$ cat src/design/sia_pkg.sv
// ----------------------------------------------------------------------------
// sia_pkg
// Shared widths, types and character codes for the signed integer to
// decimal text converter.
// ----------------------------------------------------------------------------
package sia_pkg;

	localparam int VALUE_WIDTH = 32;

	// decimal digits needed for the largest magnitude, 2^(VALUE_WIDTH-1)
	localparam int NDIG = (VALUE_WIDTH * 3) / 10 + 1;
	localparam int IDX_W = $clog2(NDIG);
	localparam int CNT_W = $clog2(VALUE_WIDTH + 1);

	localparam logic [7:0] CHAR_ZERO = 8'd48;
	localparam logic [7:0] CHAR_MINUS = 8'd45;

	typedef logic [NDIG-1:0][3:0] bcd_t;

	typedef struct packed {
		logic busy;
		logic done;
	} dab_stat_t;

endpackage

$ cat src/design/sia_if.sv
// ----------------------------------------------------------------------------
// sia_if
// Valid/ready channels: signed integer in, one text character out.
// ----------------------------------------------------------------------------
interface sia_value_if import sia_pkg::*; ();
	logic valid;
	logic ready;
	logic signed [VALUE_WIDTH-1:0] value;

	modport source(output valid, output value, input ready);
	modport sink(input valid, input value, output ready);
endinterface

interface sia_char_if;
	logic valid;
	logic ready;
	logic [7:0] character;
	logic last;

	modport source(output valid, output character, output last, input ready);
	modport sink(input valid, input character, input last, output ready);
endinterface

$ cat src/design/signed_int_to_decimal_ascii.sv
// ----------------------------------------------------------------------------
// signed_int_to_decimal_ascii
// Converts a signed integer to its decimal ASCII text, most significant
// character first, with last set on the final character.
// ----------------------------------------------------------------------------
//  channel  dir  fields             handshake
//  num      in   value (signed 32)  valid/ready
//  text     out  character, last    valid/ready
//
// each item is converted in the shift-and-add-3 unit, then emitted at one
// character per cycle (1 to 11 characters) while text is ready
// num.ready is high only while the sequencer is idle
// the last character sits in the output register while the next item is taken
// text stalls hold the output register and pause character generation
// arst_n clears the sequencer and output valid; nothing else needs reset
module signed_int_to_decimal_ascii import sia_pkg::*; (
	input  logic              clk,
	input  logic              arst_n,
	sia_value_if.sink         num,
	sia_char_if.source        text
);

	typedef enum logic [1:0] {S_IDLE, S_CONV, S_EMIT} state_t;

	state_t             state_q;
	logic               neg_q;
	logic               minus_q;
	logic [IDX_W-1:0]   idx_q;
	logic               out_valid_q;
	logic [7:0]         char_q;
	logic               last_q;

	logic                   accept;
	logic [VALUE_WIDTH-1:0] raw;
	logic [VALUE_WIDTH-1:0] mag;
	bcd_t                   digits;
	dab_stat_t              dab_stat;
	logic [IDX_W-1:0]       top_idx;
	logic                   load;

	assign accept    = num.valid && num.ready;
	assign num.ready = (state_q == S_IDLE);
	assign raw       = VALUE_WIDTH'(num.value);
	// magnitude as unsigned, so the most negative value stays exact
	assign mag       = raw[VALUE_WIDTH-1] ? (~raw) + VALUE_WIDTH'(1) : raw;

	sia_dabble u_dabble (
		.clk    (clk),
		.arst_n (arst_n),
		.start  (accept),
		.mag    (mag),
		.digits (digits),
		.stat   (dab_stat)
	);

	// highest non-zero digit, zero gives the units digit
	always_comb begin
		top_idx = '0;
		for (int i = 0; i < NDIG; i++) begin
			if (digits[i] != 4'd0) top_idx = IDX_W'(i);
		end
	end

	assign load = !out_valid_q || text.ready;

	always_ff @(posedge clk or negedge arst_n) begin
		if (!arst_n) begin
			state_q     <= S_IDLE;
			neg_q       <= 1'b0;
			minus_q     <= 1'b0;
			idx_q       <= '0;
			out_valid_q <= 1'b0;
			char_q      <= '0;
			last_q      <= 1'b0;
		end else begin
			if (state_q == S_EMIT && load) begin
				out_valid_q <= 1'b1;
			end else if (text.ready) begin
				out_valid_q <= 1'b0;
			end
			case (state_q)
				S_IDLE: begin
					if (accept) begin
						neg_q   <= raw[VALUE_WIDTH-1];
						state_q <= S_CONV;
					end
				end
				S_CONV: begin
					if (dab_stat.done) begin
						minus_q <= neg_q;
						idx_q   <= top_idx;
						state_q <= S_EMIT;
					end
				end
				S_EMIT: begin
					if (load) begin
						if (minus_q) begin
							char_q  <= CHAR_MINUS;
							last_q  <= 1'b0;
							minus_q <= 1'b0;
						end else begin
							char_q <= CHAR_ZERO + {4'b0000, digits[idx_q]};
							last_q <= (idx_q == '0);
							if (idx_q == '0) begin
								state_q <= S_IDLE;
							end else begin
								idx_q <= idx_q - IDX_W'(1);
							end
						end
					end
				end
				default: begin
					state_q <= S_IDLE;
				end
			endcase
		end
	end

	assign text.valid     = out_valid_q;
	assign text.character = char_q;
	assign text.last      = last_q;

endmodule

$ cat src/design/sia_dabble.sv
// ----------------------------------------------------------------------------
// sia_dabble
// Binary to BCD unit: one shift-and-add-3 step per cycle over the
// magnitude, VALUE_WIDTH steps per conversion.
// ----------------------------------------------------------------------------
module sia_dabble import sia_pkg::*; (
	input  logic                   clk,
	input  logic                   arst_n,
	input  logic                   start,
	input  logic [VALUE_WIDTH-1:0] mag,
	output bcd_t                   digits,
	output dab_stat_t              stat
);

	logic [VALUE_WIDTH-1:0] bin_q;
	bcd_t                   bcd_q;
	logic [CNT_W-1:0]       cnt_q;
	logic                   busy_q;
	logic                   done_q;
	bcd_t                   adj;
	bcd_t                   bcd_next;

	always_comb begin
		for (int i = 0; i < NDIG; i++) begin
			adj[i] = (bcd_q[i] >= 4'd5) ? bcd_q[i] + 4'd3 : bcd_q[i];
		end
		bcd_next[0] = {adj[0][2:0], bin_q[VALUE_WIDTH-1]};
		for (int i = 1; i < NDIG; i++) begin
			bcd_next[i] = {adj[i][2:0], adj[i-1][3]};
		end
	end

	always_ff @(posedge clk or negedge arst_n) begin
		if (!arst_n) begin
			cnt_q  <= '0;
			busy_q <= 1'b0;
			done_q <= 1'b0;
		end else begin
			done_q <= 1'b0;
			if (start) begin
				cnt_q  <= CNT_W'(VALUE_WIDTH);
				busy_q <= 1'b1;
			end else if (busy_q) begin
				cnt_q <= cnt_q - CNT_W'(1);
				if (cnt_q == CNT_W'(1)) begin
					busy_q <= 1'b0;
					done_q <= 1'b1;
				end
			end
		end
	end

	always_ff @(posedge clk) begin
		if (start) begin
			bin_q <= mag;
			bcd_q <= '0;
		end else if (busy_q) begin
			bin_q <= {bin_q[VALUE_WIDTH-2:0], 1'b0};
			bcd_q <= bcd_next;
		end
	end

	assign digits    = bcd_q;
	assign stat.busy = busy_q;
	assign stat.done = done_q;

endmodule

$ cat src/flat_wrapper.sv
// flat-port wrapper written by rule: the top's interface ports become plain ports
module signed_int_to_decimal_ascii_flat import sia_pkg::*;
  (clk, arst_n, num_valid, num_value, num_ready, text_valid, text_character, text_last, text_ready);
  sia_value_if num_i ();
  sia_char_if text_i ();
  input  logic clk;
  input  logic arst_n;
  input wire logic [$bits(num_i.valid)-1:0] num_valid;
  input wire logic [$bits(num_i.value)-1:0] num_value;
  output wire logic [$bits(num_i.ready)-1:0] num_ready;
  output wire logic [$bits(text_i.valid)-1:0] text_valid;
  output wire logic [$bits(text_i.character)-1:0] text_character;
  output wire logic [$bits(text_i.last)-1:0] text_last;
  input wire logic [$bits(text_i.ready)-1:0] text_ready;
  assign num_i.valid = num_valid;
  assign num_i.value = num_value;
  assign num_ready = num_i.ready;
  assign text_valid = text_i.valid;
  assign text_character = text_i.character;
  assign text_last = text_i.last;
  assign text_i.ready = text_ready;
  signed_int_to_decimal_ascii u_core (.clk(clk), .arst_n(arst_n), .num(num_i), .text(text_i));
endmodule
$ cat config.mk
export PLATFORM = sky130hd
export DESIGN_NAME = signed_int_to_decimal_ascii_flat
export DESIGN_NICKNAME = d
export VERILOG_FILES = /design/src/design/sia_pkg.sv /design/src/design/sia_if.sv /design/src/design/signed_int_to_decimal_ascii.sv /design/src/design/sia_dabble.sv /design/src/flat_wrapper.sv
export SDC_FILE = /design/constraint.sdc
export NUM_CORES = 1
export LEC_CHECK = 0
export ABC_CLOCK_PERIOD_IN_PS = 4900
export BUFFER_PORTS_ARGS = -buffer_cell sky130_fd_sc_hd__buf_2
export CAP_MARGIN = 25
export CORE_MARGIN = 2
export CORE_UTILIZATION = 30
export CTS_CLUSTER_SIZE = 25
export DETAILED_ROUTE_END_ITERATION = 7
export PLACE_DENSITY = 0.57
export SLEW_MARGIN = 20
export SYNTH_ARGS = -nofsm -noshare
export SYNTH_HDL_FRONTEND = slang
export SYNTH_SLANG_ARGS = --single-unit
$ cat constraint.sdc
create_clock -name clk -period 4.9 [get_ports clk]
set_input_delay 0.245 -clock clk [delete_from_list [all_inputs] [get_ports clk]]
set_output_delay 0.245 -clock clk [all_outputs]
set_load 0.05 [all_outputs]
# Yosys cells after proc, flatten, opt, wreduce, memory -nomap -nowiden
# Cells that the tools add are included.
# word_totals
ff_bits,98
inputBits,36
output_inout_bits,11
wordCells,129
# classes
add_sub_neg,14
order_cmp,11
eq_ne,9
muxes,50
bitwise,1
reduce_logical,23
# ops
operator,n
$mux W32,3
$mux W4,22
$ge A4 B3 Y1 const B,10
$add A4 B2 Y4 const B,9
$reduce_bool A4 Y1,9
$add A32 B1 Y32 const B,1
$not A32 Y32,1
$bmux W4 S4,1
$mux W1,12
$mux W6,2
$mux W2,5
$ne A2 B2 Y1 const B,5
$reduce_and A5 Y1,2
$mux W8,1
$pmux W4 S2,1
$add A6 B4 Y7 const A,1
$eq A6 B1 Y1 const B,1
$pmux W2 S3,1
$reduce_bool A2 Y1,3
$sub A6 B1 Y6 const B,1
$lt A4 B5 Y1 const B,1
$logic_not A4 Y1,1
$reduce_and A2 Y1,2
$sub A4 B1 Y4 const B,1
other kinds (11),12

# Logic depth before layout (Yosys ltp)
# logic_depth
ltp_word,12
ltp_mapped,8
ltp_nobuf,7

# By module
# A second synthesis with hierarchy kept.
# hier_totals
hier_cells,626
area_unflattened_um2,6142.1
# modules_own_cells
mod,n_inst,cells_each,area_per_inst_um2,seq_area_each_um2
sia_dabble,1,408,4149.0,1961.9
signed_int_to_decimal_ascii,1,218,1993.2,400.4

# Worst setup path before layout
# Ideal clock, no wire load.
# synth_path
path_type,reg2reg
startpoint,register u_core.state_q[0]
endpoint,register u_core.u_dabble.bin_q[0] (enable)
setup_ns,0.394
arrival_time_ns,2.268
path_slack_ns,2.238
stages_incl_launch_ff,4
synth_period_minus_slack_ns,2.662
path_cell_list,dfrtp_1 -> nor2_1 -> nand2_1 -> nand2b_1
# synth_between
elab_chain_len,3
# synth_lines
item,line,text
from (decl),signed_int_to_decimal_ascii.sv:25,state_t state_q;
from (signal assigned),signed_int_to_decimal_ascii.sv:68,state_q <= S_IDLE;
from (signal assigned),signed_int_to_decimal_ascii.sv:85,state_q <= S_CONV;
from (signal assigned),signed_int_to_decimal_ascii.sv:92,state_q <= S_EMIT;
$logic_not A2 Y1,signed_int_to_decimal_ascii.sv:42,assign num.ready = (state_q == S_IDLE);
net num_ready,flat_wrapper.sv:10,output wire logic [$bits(num_i.ready)-1:0] num_ready;
$logic_and A1 B1 Y1,signed_int_to_decimal_ascii.sv:41,assign accept = num.valid && num.ready;
$reduce_bool A2 Y1 (no source line),--,
to (signal assigned),sia_dabble.sv:55,bin_q <= mag;
to (signal assigned),sia_dabble.sv:58,"bin_q <= {bin_q[VALUE_WIDTH-2:0], 1'b0};"
to (decl),sia_dabble.sv:15,logic [VALUE_WIDTH-1:0] bin_q;
# The timed path passes the listed nets, and every way through them passes these cells.
# A chain may end at the register's enable or synchronous reset.

# Final worst setup path
# layout_path
startpoint,register u_core.idx_q[0]
endpoint,register u_core.idx_q[3]
# layout_between
elab_chain_len,5
elab_cells_between_ends,8
cone_classes,add/sub (1); eq/ne (1); mux (4); reduce/logical (2)
# layout_lines
item,line,text
from (decl),signed_int_to_decimal_ascii.sv:28,logic [IDX_W-1:0] idx_q;
from (signal assigned),signed_int_to_decimal_ascii.sv:91,idx_q <= top_idx;
from (signal assigned),signed_int_to_decimal_ascii.sv:107,idx_q <= idx_q - IDX_W'(1);
$sub A4 B1 Y4,signed_int_to_decimal_ascii.sv:107,
$mux W4,signed_int_to_decimal_ascii.sv:104,if (idx_q == '0) begin
$mux W4,signed_int_to_decimal_ascii.sv:97,if (minus_q) begin
$mux W4,signed_int_to_decimal_ascii.sv:96,if (load) begin
$pmux W4 S2,signed_int_to_decimal_ascii.sv:81,case (state_q)
# Parallel ways exist; a longest one is shown, timed or not. The select of a mux whose other input is x is not followed.

==> key figures <==
Setup path
  – Worst Path Buf+Inv: 1
  – Crit end category: flip-flop
  – Startpoint Class: flip-flop
  – Setup CP Type: flip-flop to flip-flop
  – CP Cell Sequence: inv_1, ha_1, or3b_2, a21boi_1, nor2_1, o22a_1
  – Critical Path Fanout Max: 15
  – Worst setup path endpoint: u_core.idx_q[3]$_DFFE_PN0P_
  – R2r setup slk: 2560 ps
  – Critical Path Start: u_core.idx_q[0]$_DFFE_PN0P_
  – Cell family with most CP delay: flip-flops
  – Reg2reg end: u_core.idx_q[3]$_DFFE_PN0P_
  – Reg2Reg Depth: 6
  – CP Data Required Time: 5140 ps
  – Worst Path Arrival: 2590 ps
  – Beginning of the worst register-to-register path: u_core.idx_q[0]$_DFFE_PN0P_
  – Worst path depth: 6
  – Crit path largest cell delay: 650 ps
  – Slowest stage cell, crit path: dfrtp_1

Timing
  – Setup Viol. Count Final: 0
  – Final Hold Viols: 0
  – Fin. max-slew vios: 0
  – Layout Skew: 7.89 ps
  – RSZ-0062 raised after global routing: false
  – Worst slew margin: 50.6%
  – Worst-margin pin slew: 738 ps
  – Period utilisation layout: 47.8%
  – Max Clk Rate: 427 MHz
  – Final min period: 2340 ps
  – Sum of negative setup slack: 0 ps

Place
  – Post-DP HPWL: 8280 um
  – GPL Wtd Cong: 0.745
  – Input/output buffers: 44
  – Post-Place Cells: 884

Synth
  – Mapped Avg Cell Area: 9.07 um2
  – Synth cell types: 50
  – Post-synthesis mux area share: 6.96%
  – Post-synthesis sequential area ratio: 41.1%
  – Largest family of logic cells by synthesized area: simple AND/OR/NAND/NOR gates
  – Async SR Flop Fraction: 25.0%
  – Ys flop type: dfxtp_1
  – Yosys warning total: 0
  – Post-synth EDFFs: 32
  – Synth Area in Adders: 5.22%
  – XOR/XNOR Fraction of Synth Area: 8.07%
  – Top cell type's share of synthesized area: 16.7%
  – Synth Area in Compound Gates: 15.5%
  – Ranking of synthesized cells by area: edfxtp_1 17%, dfxtp_1 14%, dfrtp_1 10%, ha_1 5.2%, o21ai_0 4.8%
  – Mapped Cells: 634
  – Post-Syn Area: 5750 um2
  – Yosys top cell by area: edfxtp_1
  – Yosys reg bits: 96
  – Synth Area in Simple Gates: 19.0%

Cells and area
  – Most frequent cells in the layout: 71 x nand2_1, 55 x o21ai_0, 53 x nor2_1
  – Nets: 722
  – Post-route insts no fill: 901
  – Most common cell after layout, fill and taps aside: nand2_1
  – Inserted Diodes: 0
  – Area Overhead vs Synth: 12.9%
  – Fraction of layout cells with a size suffix above 1: 13.2%

Detailed routing
  – Routed vias: 4412
  – Antenna Nets Post-Route: 0
  – DR pass1 iterations: 4
  – Starting DRT DRC Count: 191
  – Wire per inst: 13.4 um
  – Number of remaining DRC errors: 0
  – Vias per cell: 4.90
  – Detailed Route WL: 12000 um

Clocking
  – H-tree levels: 3
  – Worst-case clock buffer depth: 2
  – CTS clock-pin slew for the worst setup and hold paths: 70 ps
  – Post-CTS setup buffers: 0
  – PostCTS Resize Cnt: 0
  – Worst skew pair latency: 350 ps
  – CTS tree: done
  – CTS Buf Count: 9
  – CTS root buf: clkbuf_16
  – Number of hold buffers added after CTS: 1
  – CTS sink count: 96

Power
  – Power Dens Cells: 655 nW/um2
  – Tot Pwr: 4.26 mW
  – Sw Share: 39.5%
  – Combinational Power Share: 42.7%
  – Peak VDD IR: 212 uV
  – Clk pwr share: 17.4%
  – Static Leak: 2.71 nW
  – Internal cell power: 2.57 mW
  – P_sw: 1.68 mW
  – Sequential group share of total power: 39.9%

Floorplan
  – Die Y-Extent: 142 um
  – Die ar.: 20300 um2
  – Starting Density: 30.6%
  – Die X: 142 um
  – Row Count: 50
  – Core area: 18800 um2
  – Ports: 47

Outcome
  – Run status: completed

Flow run
  – Max_cap viols: 0

GRT
  – Initial antenna violation count: 0
  – GRT overflow: 0
  – Largest net degree at the start of global routing: 57
  – All-Layer GR Usage: 12.4%
  – First-pass GRT wire length: 20100 um
  – Vias in the first global route: 4112

Min path
  – HP Class: input pin to flip-flop
-- worst min path at each step --
| stage | from | endpoint | cells past startpoint |
|---|---|---|---|
| final | num_valid | u_core.state_q[0]$_DFFE_PN0P_ | 3 |
| after global routing | num_valid | u_core.state_q[0]$_DFFE_PN0P_ | 3 |
| after CTS | num_valid | u_core.state_q[0]$_DFFE_PN0P_ | 3 |
| after detailed placement | arst_n | u_core.u_dabble.cnt_q[2]$_DFFE_PN0P_ | 1 |
| after global placement | arst_n | u_core.u_dabble.cnt_q[2]$_DFFE_PN0P_ | 1 |
| after floorplan | arst_n | u_core.idx_q[0]$_DFFE_PN0P_ | 0 |
-- state kept, by name, indices dropped and copies added, names as in the netlist --
| register | count |
|---|---|
| u_core.idx_q | 4 |
| u_core.minus_q | 1 |
| u_core.neg_q | 1 |
| u_core.state_q | 2 |
| u_core.text.character | 6 |
| u_core.text.last | 1 |
| u_core.text.valid | 1 |
| u_core.u_dabble.bin_q | 32 |
| u_core.u_dabble.busy_q | 1 |
| u_core.u_dabble.cnt_q | 6 |
| u_core.u_dabble.digits | 40 |
| u_core.u_dabble.done_q | 1 |
-- synthesized netlist by cell type, types with 2 or more instances --
cell type,n
o41ai_2,2
dfrtp_1,24
xor2_1,29
buf_1,3
mux4_2,8
clkbuf_1,26
nand2b_1,32
nand2_1,72
dfxtp_1,40
o31ai_1,12
nor3b_1,4
o21ai_1,4
or3_1,2
edfxtp_1,32
o41ai_1,7
nand3_1,23
ha_1,24
nor4b_1,2
a211oi_1,4
or3b_2,4
nor4_1,3
nor4_2,2
nor2b_1,6
a31oi_1,2
o21ai_0,55
mux2i_1,22
buf_2,2
buf_4,2
nand4_1,3
nor3_1,7
o211ai_1,9
nor2_1,53
inv_1,27
a21oi_1,39
a21o_1,10
xnor2_1,24
-- through the flow --
| stage | worst slack [ps] | utilization [%] | area (um2) | hold slack [ps] |
|---|---|---|---|---|
| 4_1_cts | 2540 | 34.6 | 6490 | 182 |
| 3_3_place_gp | 2420 | 32.9 | 6170 | 265 |
| 2_1_floorplan | 2240 | - | 5750 | -50.6 |
| 5_1_grt | 2310 | 34.6 | 6490 | 204 |
| 3_5_place_dp | 2360 | 32.9 | 6170 | 259 |
| 6_report | 2560 | 34.6 | 6490 | 194 |
-- logic make-up after synthesis --
family,after synthesis
and+or+nand+nor,222
AOI/OAI and AO/OA,148
DFF,96
buffers and inverters,60
xor gates and xnor gates,53
muxes,30
adders and majority gates,24
other,1
-- worst reg2reg max path: cells and delay by family (launching register included) --
family | cells | cell delay [ps]
DFF | 1 | 650
AOI/OAI and AO/OA | 2 | 630
buffers and inverters | 1 | 180
and+or+nand+nor | 2 | 590
adders and majority gates | 1 | 190
-- final cells by class --
class	instances	area [um2]
timing repair buffer	49	260
multi-input combinational	479	3160
fill	1973	12300
inverter	27	101
sequential	96	2360
clock buffer	11	253
tap	234	293
clock inverter	5	63.8
-- per-layer routing --
| layer | part of all wire (%) | track usage (%) | up-vias |
|---|---|---|---|
| met3 | 2.9 | 2.73 | 15 |
| met2 | 45 | 19.2 | 60 |
| met5 | 0 | 0 | - |
| met4 | 1.9 | 4.90 | 0 |
| met1 | 50 | 16.7 | 2064 |
| li1 | - | - | 2273 |
-- power groups by stage --
stage	sequential (mW)	combinational, mW	clock [mW]
floorplan	1.60	1.53	0
finish	1.70	1.82	0.740
global placement	1.71	1.81	0
CTS	1.70	1.84	0.762
global route	1.77	2.08	0.788
detailed placement	1.71	1.84	0
(Power assumes the default switching activity.)
